===== config.mk =====
export PLATFORM = sky130hd
export DESIGN_NAME = unsigned_to_decimal_ascii
export DESIGN_NICKNAME = d
export VERILOG_FILES = /design/src/rtl/u2da_pkg.sv /design/src/rtl/u2da_fifo.sv /design/src/rtl/u2da_front.sv /design/src/rtl/u2da_back.sv /design/src/rtl/unsigned_to_decimal_ascii.sv
export SDC_FILE = /design/constraint.sdc
export NUM_CORES = 1
export LEC_CHECK = 0
export ABC_CLOCK_PERIOD_IN_PS = 4110
export BUFFER_PORTS_ARGS = -buffer_cell sky130_fd_sc_hd__buf_2
export CAP_MARGIN = 10
export CORE_UTILIZATION = 45
export DETAILED_ROUTE_END_ITERATION = 10
export PLACE_DENSITY = 0.69
export SLEW_MARGIN = 15
export SYNTH_ARGS = -nofsm -noshare
export SYNTH_HDL_FRONTEND = slang
export SYNTH_SLANG_ARGS = --single-unit

===== constraint.sdc =====
create_clock -name clk -period 4.11 [get_ports clk]
set_input_delay 0.6165 -clock clk [delete_from_list [all_inputs] [get_ports clk]]
set_output_delay 0.6165 -clock clk [all_outputs]
set_load 0.02 [all_outputs]

===== src/rtl/u2da_pkg.sv =====
// ----------------------------------------------------------------------------
// u2da_pkg
// Types, constants and helper functions for the decimal ASCII converter.
// ----------------------------------------------------------------------------
package u2da_pkg;

  localparam int unsigned ValueWidth  = 32;
  localparam int unsigned NumDigits   = 10;
  localparam int unsigned BcdWidth    = 4 * NumDigits;
  localparam int unsigned BitsPerStep = 4;
  localparam int unsigned NumSteps    = ValueWidth / BitsPerStep;
  localparam int unsigned StepCntW    = $clog2(NumSteps);
  localparam int unsigned IdxW        = 4;
  localparam int unsigned CharWidth   = 6;

  localparam logic [IdxW-1:0]    UnitsIdx     = IdxW'(NumDigits - 1);
  localparam logic [1:0]         AsciiZeroTop = 2'b11;
  localparam logic [StepCntW-1:0] LastStep    = StepCntW'(NumSteps - 1);

  typedef logic [BcdWidth-1:0] bcd_t;

  typedef enum logic [1:0] {
    FR_IDLE,
    FR_CONV,
    FR_DONE
  } front_state_t;

  typedef struct packed {
    bcd_t            digits;
    logic [IdxW-1:0] start;
  } q_entry_t;

  typedef struct packed {
    logic full;
    logic nonempty;
  } q_status_t;

  // Four shift-and-add-three iterations of the double dabble conversion.
  function automatic bcd_t dabble_step(input bcd_t bcd_in,
                                       input logic [BitsPerStep-1:0] bits);
    bcd_t       b;
    logic [3:0] d;
    b = bcd_in;
    for (int s = 0; s < BitsPerStep; s++) begin
      for (int k = 0; k < NumDigits; k++) begin
        d = b[4*k +: 4];
        if (d >= 4'd5) begin
          b[4*k +: 4] = d + 4'd3;
        end
      end
      b = {b[BcdWidth-2:0], bits[BitsPerStep-1-s]};
    end
    return b;
  endfunction

  // Position of the first non-zero digit from the billions place; units if none.
  function automatic logic [IdxW-1:0] lead_index(input bcd_t bcd_in);
    logic [IdxW-1:0] idx;
    idx = UnitsIdx;
    for (int i = NumDigits - 1; i >= 0; i--) begin
      if (bcd_in[BcdWidth-1-4*i -: 4] != 4'd0) begin
        idx = IdxW'(i);
      end
    end
    return idx;
  endfunction

endpackage


===== src/rtl/u2da_fifo.sv =====
// ----------------------------------------------------------------------------
// u2da_fifo
// Short queue of converted values between the front and back parts.
// ----------------------------------------------------------------------------
module u2da_fifo
  import u2da_pkg::*;
#(
  parameter int unsigned Depth = 2
) (
  input  logic      clk,
  input  logic      rst,
  input  logic      push,
  input  q_entry_t  push_data,
  input  logic      pop,
  output q_entry_t  pop_data,
  output q_status_t status
);

  localparam int unsigned AddrW = (Depth > 1) ? $clog2(Depth) : 1;
  localparam int unsigned CntW  = $clog2(Depth + 1);

  q_entry_t             mem [Depth];
  logic [AddrW-1:0]     wr_ptr;
  logic [AddrW-1:0]     rd_ptr;
  logic [CntW-1:0]      count;

  always_ff @(posedge clk) begin
    if (push) begin
      mem[wr_ptr] <= push_data;
    end
  end

  always_ff @(posedge clk) begin
    if (rst) begin
      wr_ptr <= '0;
      rd_ptr <= '0;
      count  <= '0;
    end else begin
      if (push) begin
        wr_ptr <= (wr_ptr == AddrW'(Depth - 1)) ? '0 : wr_ptr + AddrW'(1);
      end
      if (pop) begin
        rd_ptr <= (rd_ptr == AddrW'(Depth - 1)) ? '0 : rd_ptr + AddrW'(1);
      end
      if (push && !pop) begin
        count <= count + CntW'(1);
      end else if (pop && !push) begin
        count <= count - CntW'(1);
      end
    end
  end

  assign pop_data        = mem[rd_ptr];
  assign status.full     = (count == CntW'(Depth));
  assign status.nonempty = (count != '0);

endmodule


===== src/rtl/u2da_front.sv =====
// ----------------------------------------------------------------------------
// u2da_front
// Takes input values, converts them to packed BCD four bits a cycle and marks
// the first significant digit.
// ----------------------------------------------------------------------------
module u2da_front
  import u2da_pkg::*;
(
  input  logic                  clk,
  input  logic                  rst,
  input  logic                  in_valid,
  output logic                  in_ready,
  input  logic [ValueWidth-1:0] in_value,
  input  q_status_t             q_status,
  output logic                  push,
  output q_entry_t              push_data
);

  front_state_t          state;
  front_state_t          state_next;
  logic [StepCntW-1:0]   step_cnt;
  logic [ValueWidth-1:0] bin;
  bcd_t                  bcd;
  logic                  take;

  always_comb begin
    state_next = state;
    unique case (state)
      FR_IDLE: begin
        if (in_valid) begin
          state_next = FR_CONV;
        end
      end
      FR_CONV: begin
        if (step_cnt == LastStep) begin
          state_next = FR_DONE;
        end
      end
      FR_DONE: begin
        if (!q_status.full) begin
          state_next = in_valid ? FR_CONV : FR_IDLE;
        end
      end
      default: state_next = FR_IDLE;
    endcase
  end

  always_comb begin
    in_ready = 1'b0;
    push     = 1'b0;
    unique case (state)
      FR_IDLE: in_ready = 1'b1;
      FR_CONV: in_ready = 1'b0;
      FR_DONE: begin
        push     = !q_status.full;
        in_ready = !q_status.full;
      end
      default: in_ready = 1'b0;
    endcase
  end

  assign take = in_valid && in_ready;

  always_ff @(posedge clk) begin
    if (rst) begin
      state    <= FR_IDLE;
      step_cnt <= '0;
    end else begin
      state <= state_next;
      if (take) begin
        step_cnt <= '0;
      end else if (state == FR_CONV) begin
        step_cnt <= step_cnt + StepCntW'(1);
      end
    end
  end

  always_ff @(posedge clk) begin
    if (take) begin
      bin <= in_value;
      bcd <= '0;
    end else if (state == FR_CONV) begin
      bcd <= dabble_step(bcd, bin[ValueWidth-1 -: BitsPerStep]);
      bin <= {bin[ValueWidth-BitsPerStep-1:0], {BitsPerStep{1'b0}}};
    end
  end

  assign push_data.digits = bcd;
  assign push_data.start  = lead_index(bcd);

endmodule


===== src/rtl/u2da_back.sv =====
// ----------------------------------------------------------------------------
// u2da_back
// Emits the significant digits of each queued value as ASCII characters,
// most significant first, one per output transfer.
// ----------------------------------------------------------------------------
module u2da_back
  import u2da_pkg::*;
(
  input  logic                 clk,
  input  logic                 rst,
  input  q_status_t            q_status,
  input  q_entry_t             pop_data,
  output logic                 pop,
  output logic                 out_valid,
  input  logic                 out_ready,
  output logic [CharWidth-1:0] digit_char,
  output logic                 last
);

  logic            active;
  bcd_t            digits;
  logic [IdxW-1:0] idx;
  logic            is_last;
  logic            advance;

  assign is_last = (idx == UnitsIdx);
  assign advance = active && out_ready;
  assign pop     = q_status.nonempty && (!active || (out_ready && is_last));

  always_ff @(posedge clk) begin
    if (rst) begin
      active <= 1'b0;
    end else if (pop) begin
      active <= 1'b1;
    end else if (advance && is_last) begin
      active <= 1'b0;
    end
  end

  always_ff @(posedge clk) begin
    if (pop) begin
      digits <= pop_data.digits << {pop_data.start, 2'b00};
      idx    <= pop_data.start;
    end else if (advance) begin
      digits <= {digits[BcdWidth-5:0], 4'd0};
      idx    <= idx + IdxW'(1);
    end
  end

  assign out_valid  = active;
  assign digit_char = {AsciiZeroTop, digits[BcdWidth-1 -: 4]};
  assign last       = is_last;

endmodule


===== src/rtl/unsigned_to_decimal_ascii.sv =====
// ----------------------------------------------------------------------------
// unsigned_to_decimal_ascii
// Converts 32-bit unsigned values to decimal ASCII characters, most
// significant first, with leading zeros suppressed.
//
//   Channel  Handshake             Payload
//   input    in_valid / in_ready   value[31:0]
//   output   out_valid / out_ready digit_char[5:0], last
//
// The front loads a value on its input transfer and converts it in eight
// double dabble steps of four bits each. The back emits one character per
// cycle while out_ready is high, one to ten per value. Reset clears the
// control state only; an input is taken the cycle after. The queue lets
// the front keep converting while the output is stalled.
// ----------------------------------------------------------------------------
module unsigned_to_decimal_ascii
  import u2da_pkg::*;
#(
  parameter int unsigned QueueDepth = 2
) (
  input  logic                  clk,
  input  logic                  rst,
  input  logic                  in_valid,
  output logic                  in_ready,
  input  logic [ValueWidth-1:0] value,
  output logic                  out_valid,
  input  logic                  out_ready,
  output logic [CharWidth-1:0]  digit_char,
  output logic                  last
);

  q_status_t q_status;
  q_entry_t  push_data;
  q_entry_t  pop_data;
  logic      push;
  logic      pop;

  u2da_front u_front (
    .clk       (clk),
    .rst       (rst),
    .in_valid  (in_valid),
    .in_ready  (in_ready),
    .in_value  (value),
    .q_status  (q_status),
    .push      (push),
    .push_data (push_data)
  );

  u2da_fifo #(
    .Depth (QueueDepth)
  ) u_fifo (
    .clk       (clk),
    .rst       (rst),
    .push      (push),
    .push_data (push_data),
    .pop       (pop),
    .pop_data  (pop_data),
    .status    (q_status)
  );

  u2da_back u_back (
    .clk        (clk),
    .rst        (rst),
    .q_status   (q_status),
    .pop_data   (pop_data),
    .pop        (pop),
    .out_valid  (out_valid),
    .out_ready  (out_ready),
    .digit_char (digit_char),
    .last       (last)
  );

endmodule


* Word level (Yosys, flattened, before mapping)
Memory sizes are Yosys's and may differ from the RTL's. A register that Yosys moved wholly into a read port is not among the register bits.
Index checks and enable logic that the tools add are counted.
W data, S select, Z words.
** Operators by class
- Reductions and logical operators :: 29
- Shift operators :: 1
- Equality and inequality tests :: 8
- $add $sub $neg :: 46
- $lt $le $gt $ge :: 40
- Mux-type cells :: 132
** Operators by type and width (count)
- $mux W4 :: 100
- $ge A4 B3 Y1 const B :: 40
- $add A4 B2 Y4 const B :: 36
- $mux W40 :: 2
- $mux W32 :: 2
- $shl A40 B6 Y40 :: 1
- $reduce_bool A4 Y1 :: 9
- $mux W3 :: 10
- $add A3 B2 Y3 const B :: 4
- $mux W1 :: 11
- $mux W2 :: 5
- $reduce_bool A2 Y1 :: 5
- $logic_and A1 B1 Y1 :: 7
- $pmux W2 S3 :: 1
- $add A4 B1 Y4 const B :: 1
- $eq A2 B2 Y1 const B :: 2
- $eq A4 B4 Y1 const B :: 1
- $logic_not A1 Y1 :: 4
- $ne A2 B2 Y1 const B :: 2
- $add A3 B1 Y3 const B :: 1
- $eq A3 B3 Y1 const B :: 1
- $reduce_and A3 Y1 :: 1
- $add A1 B1 Y1 const B :: 2
- $add A2 B1 Y2 const B :: 1
- other kinds (7) :: 7
** Storage, ports and cells
- Bits in registers :: 126
- Memories kept :: 1
- Memory bits (writable) :: 88
- Logic and storage cells :: 267
** Memory list
- u_fifo.mem :: depth 2, width 44, rd ports 1, clocked after Yosys merged registers in 1, wr ports 1, line u2da_fifo.sv:22 : q_entry_t mem [Depth];

* Depth between registers and ports, before layout
- Depth in word-level cells :: 15
- Gate-level depth with buffers :: 21

* Hierarchy
A second synthesis with hierarchy kept.
** Second synthesis, totals
- Cell total of the unflattened synthesis :: 1501
- Area, all modules :: 14376.3 um^2
** By module, submodules not included
- u2da_front :: cells an instance 1050, area an instance 7862.5 um^2, times used 1
- u2da_fifo :: cells an instance 159, area an instance 3398.3 um^2, times used 1
- u2da_back :: cells an instance 292, area an instance 3115.5 um^2, times used 1

* Worst setup path before layout
OpenSTA, ideal clock, no wires.
- Path type :: register -> register
- Start point :: reg u_front.bcd[32]
- End point :: reg u_front.bcd[38]
- Cell stages (with the launch flop) :: 22
- Slack :: 0.433 ns
- Required time :: 4.048 ns
- Data arrival time :: 3.615 ns
- Setup time :: 0.062 ns
- Path buffers :: 0
- Cell sequence :: dfxtp_1 -> inv_1 -> ha_1 -> nor2b_1 -> or3_1 -> and2_1 -> inv_1 -> ha_1 -> inv_1 -> a21o_1 -> a31oi_1 -> inv_1 -> ha_1 -> o21ai_0 -> a22o_1 -> ha_1 -> nand2b_1 -> and2_1 -> o21ai_0 -> a2bb2oi_1 -> or3_1 -> nand3_1
** On the way
- Word-level cells in the longest chain between the ends :: 14
** Ends and longest elaborated chain
- from (decl) :: line u2da_front.sv:23 : bcd_t bcd;
- from (signal assigned) :: line u2da_front.sv:83 : bcd <= dabble_step(bcd, bin[ValueWidth-1 -: BitsPerStep]);
- $add A4 B2 Y4 / $ge A4 B3 Y1 (equally long branches) :: line u2da_pkg.sv:48, u2da_pkg.sv:47
- $mux W4 * :: line u2da_pkg.sv:47 : if (d >= 4'd5) begin
- $mux W4 * :: line u2da_front.sv:82 : end else if (state == FR_CONV) begin
- $mux W4 * :: line u2da_front.sv:79 : if (take) begin
- $add A4 B2 Y4, or another cell as far along :: line u2da_pkg.sv:48 : b[4*k +: 4] = d + 4'd3;
- $mux W4 / $mux W3 (equally long branches) :: line u2da_pkg.sv:47
- $mux W4 / $mux W3 (equally long branches) :: line u2da_front.sv:82
- $mux W4 / $mux W3 (equally long branches) :: line u2da_front.sv:79
- $add A4 B2 Y4, or another cell as far along :: line u2da_pkg.sv:48
- $mux W4 / $mux W3 (equally long branches) :: line u2da_pkg.sv:47
- $mux W4 / $mux W3 (equally long branches) :: line u2da_front.sv:82
- $mux W4 / $mux W3 (equally long branches) :: line u2da_front.sv:79
- $ge A4 B3 Y1 / $add A3 B2 Y3 (equally long branches) :: line u2da_pkg.sv:47, u2da_pkg.sv:48
- $mux W3 * :: line u2da_pkg.sv:47
Mark *: on every way between the ends. The rest lies on a longest branch, timed or not. The select of a mux whose other input is x is not followed.
A chain may end at the register's enable or synchronous reset.

* Worst setup path in the final report
- Start point :: reg u_front.bcd[29]
- End point :: reg u_front.bcd[35]
** On the way
- Word-level cells in the longest chain between the ends :: 14
** Ends and longest elaborated chain (line)
- $add A4 B2 Y4 / $ge A4 B3 Y1 (equally long branches) :: u2da_pkg.sv:48, u2da_pkg.sv:47
- $mux W4 * :: u2da_pkg.sv:47
- $mux W4 * :: u2da_front.sv:82
- $mux W4 * :: u2da_front.sv:79
- $add A4 B2 Y4 / $ge A4 B3 Y1 (equally long branches) :: u2da_pkg.sv:48, u2da_pkg.sv:47
- $mux W4 :: u2da_pkg.sv:47
- $mux W4 :: u2da_front.sv:82
- $mux W4 :: u2da_front.sv:79
- $add A4 B2 Y4 / $ge A4 B3 Y1 (equally long branches) :: u2da_pkg.sv:48, u2da_pkg.sv:47
- $mux W4 :: u2da_pkg.sv:47
- $mux W4 :: u2da_front.sv:82
- $mux W4 :: u2da_front.sv:79
- $add A4 B2 Y4 / $ge A4 B3 Y1 (equally long branches) :: u2da_pkg.sv:48, u2da_pkg.sv:47
- $mux W4 * :: u2da_pkg.sv:47
Marked as above.

==> flow_summary.ini <==
[status]
outcome = complete, no violations

[global_routing]
grt_pass1_wl_um = 57600
grt_overflow = 0
antenna_found_initial = 0
grt_usage = 0.209
grt_max_degree = 45
first_global_vias = 11120

[worst_setup_path]
required_ps = 4520
critical_path.max_fanout = 6
start_kind = flop
startpoint = u_front.bcd[29]
crit_path_end_kind = flop
r2r_start = u_front.bcd[29]
arrival_ps = 4270
critPathKind = flop to flop

[routing]
via_per_inst = 5.94
finalWirelength_um = 35900
wl_per_cell_um = 17.4
num_vias = 12293
drc = 0
firstDrtPassIters = 5
final_antenna_net_count = 0
drt_iter0_markers = 1183

[logic_synthesis]
ys_seq_elements = 215
synth_edf_count = 164
syn_avg_cell_area_um2 = 9.32
seq_area_frac_synth = 0.400
async_flop_share = 0
synth_warnings = 0
syn-cell-area_um2 = 14900
yosysUniqueCellTypes = 92
synthCells = 1596
synth_ff_type = edfxtp_1

[floorplanning]
die_h_um = 184
fp.dieW_um = 184
ioPinCount = 45
rows = 66
die_area_um2 = 33800
coreArea_um2 = 32500
start_util = 0.457

[sta]
drv_slew = 0
fin_crit_sh = 0.939
tightest_slew_ps = 985
max_freq_mhz = 259
holdWs_ps = 354
setup_viol = 0
final-hold-violation-count = 0
period_minus_slack_ps = 3860
max_slew_margin = 0.342
rsz0062_at_grt = true
skew_ps = 13.7

[cells_and_area]
design_area_um2 = 16500
n_antenna_cell = 0
nNetsFinal = 1689
fillers = 2982
postLayoutCoreUtil = 0.507
synthToLayoutAreaGrowth_pct = 10.9
drive_gt1_frac = 0.136
stdcell_count = 2068

[clock_tree]
cts_root_buf = clkbuf_16
htreeDepth = 1
clock_latency_ps = 530
cts.clk_slew.worst_paths_ps = 60
clock-sinks = 215
clockBufferDepth = 3
cts_tree = done
cts_inserted_buffers = 24

[place]
hpwl_um = 26300
gp_congestion = 0.898
place_area_um2 = 15600
port_buffers = 42
post-place-cells = 2023

[power]
power_w = 0.0151
p_leak_nw = 6.28
power_density_nw_per_um2 = 915
peakVddDrop_uv = 400

[job]
cap_violations = 0

[min_path]
min_path_type = primary input to flop
hp-start = value[15]
-- timing repair --
action,CTS,global route
hold buffers,0,0
endpoints found under the setup margin,0,22
resized for setup,0,32
setup buffers,0,1
-- synthesized netlist by cell type, drive strengths merged, types with 5 or more instances --
cell | n | area [um2]
ha | 45 | 563
nor2b | 13 | 81.3
nor3b | 9 | 67.6
o21a | 19 | 143
nand3b | 5 | 37.5
and3 | 12 | 80.1
mux2i | 96 | 972
a221o | 12 | 120
a21oi | 89 | 449
clkbuf | 57 | 214
o211ai | 20 | 150
a211o | 9 | 78.8
o21ai | 125 | 629
dfxtp | 51 | 1020
nand2b | 26 | 165
and2 | 26 | 165
nor2 | 96 | 360
nand3 | 32 | 160
o31ai | 8 | 65.1
buf | 34 | 168
o22ai | 17 | 106
a2bb2oi | 13 | 114
o21bai | 8 | 60.1
a21o | 11 | 82.6
inv | 63 | 236
xor2 | 10 | 95.1
a311oi | 5 | 43.8
mux2 | 25 | 293
edfxtp | 164 | 4920
a21boi | 7 | 52.6
a22o | 26 | 228
mux4 | 21 | 473
nand2 | 228 | 856
o32a | 5 | 50.1
xnor2 | 6 | 52.6
o211a | 6 | 60.1
a211oi | 46 | 350
or2 | 13 | 81.3
o311ai | 11 | 119
a31oi | 10 | 62.6
or3 | 15 | 93.8
a22oi | 14 | 105
nor3 | 33 | 165
a221oi | 8 | 76.3
-- routing by layer --
metal  vias up  track usage  routed length [um]
met3        56       0.0226                1870
met1      5857        0.305               17000
li1       6044            -                   -
met4         0       0.0483                 767
met2       336        0.332               16300
met5         -            0                   0
-- state kept, by name, summed over array words and instances (netlist names), named ones only --
register,flops
u_fifo.count,2
u_back.idx,4
u_front.bin,32
u_fifo.wr_ptr,1
u_fifo.mem,88
u_front.step_cnt,3
u_front.bcd,40
u_back.digits,40
u_front.state,2
u_fifo.rd_ptr,1
u_back.out_valid,1
-- metrics by stage --
| step | setup slack (ps) | TNS, ps |
|---|---|---|
| after floorplan | 433 | 0 |
| after global placement | 275 | 0 |
| after detailed placement | 61.9 | 0 |
| after CTS | 30.1 | 0 |
| after global routing | -13.0 | -19.0 |
| final | 252 | 0 |
-- cell families after synthesis --
kind of cell	Yosys count	share of synthesized area
flops	215	0.400
simple gates	531	0.167
buf+inv	155	0.0418
other cells	1	0.000252
xor+xnor	16	0.00993
mux	142	0.117
fa+ha+maj	45	0.0379
compound gates	491	0.226
-- path summary, 6_finish.rpt --
path	end	slack, ps	cells after the start
worst min-delay path	u_front.bin[15]	350	3
worst max register to register	u_front.bcd[35]	250	18
worst min register to register	u_front.bcd[0]	460	2
worst max-delay path	u_front.bcd[35]	250	18
-- cells in the final DEF, fill, tap and decap left out, types with 12 or more instances in the layout --
master,synthesis,final
nand2_1,228,228
nand2b_1,25,25
buf_2,14,42
a211oi_1,45,44
mux4_2,21,21
mux2_2,21,21
o211ai_1,20,20
edfxtp_1,164,164
a22oi_1,14,13
buf_4,6,31
nor2_1,96,95
o21a_1,19,19
a21oi_1,88,86
a22o_1,26,26
nand3_1,32,32
o21ai_1,26,27
nor3_1,33,30
dfxtp_1,51,43
clkbuf_16,0,27
o22ai_1,17,17
or3_1,15,15
and2_1,25,24
o21ai_0,98,95
ha_1,45,43
a221o_1,12,12
mux2i_1,93,90
inv_1,59,59
-- cell type report --
cell class              instances  area (um2)  share of cell area
well taps                     442         553              0.0335
clock inverters                12        93.8             0.00569
repair buffers                 76         503              0.0305
clock buffers                  32         694              0.0421
multi-input cells            1227        8450               0.512
flip-flops and latches        215        5960               0.361
inverters                      64         240              0.0146
-- report_power, final --
part           internal (W)  switching, W  leakage, nW
logic               0.00392       0.00554         3.93
clock network       0.00125      0.000869        0.377
registers           0.00308      0.000431         1.97
-- critical path: stages (launching register included) --
cell	delay [ps]
dfxtp_2	380
inv_1	80
ha_1	230
and2b_1	230
or3_1	350
and2_1	180
inv_2	100
ha_1	190
o21bai_1	160
a211oi_2	120
nor2_1	160
inv_1	60
ha_1	230
or3_1	380
o221a_2	260
a2bb2oi_1	180
a21oi_2	210
mux2i_1	210
o21ai_1	60
Note: power is estimated with default switching activity, not from simulation.
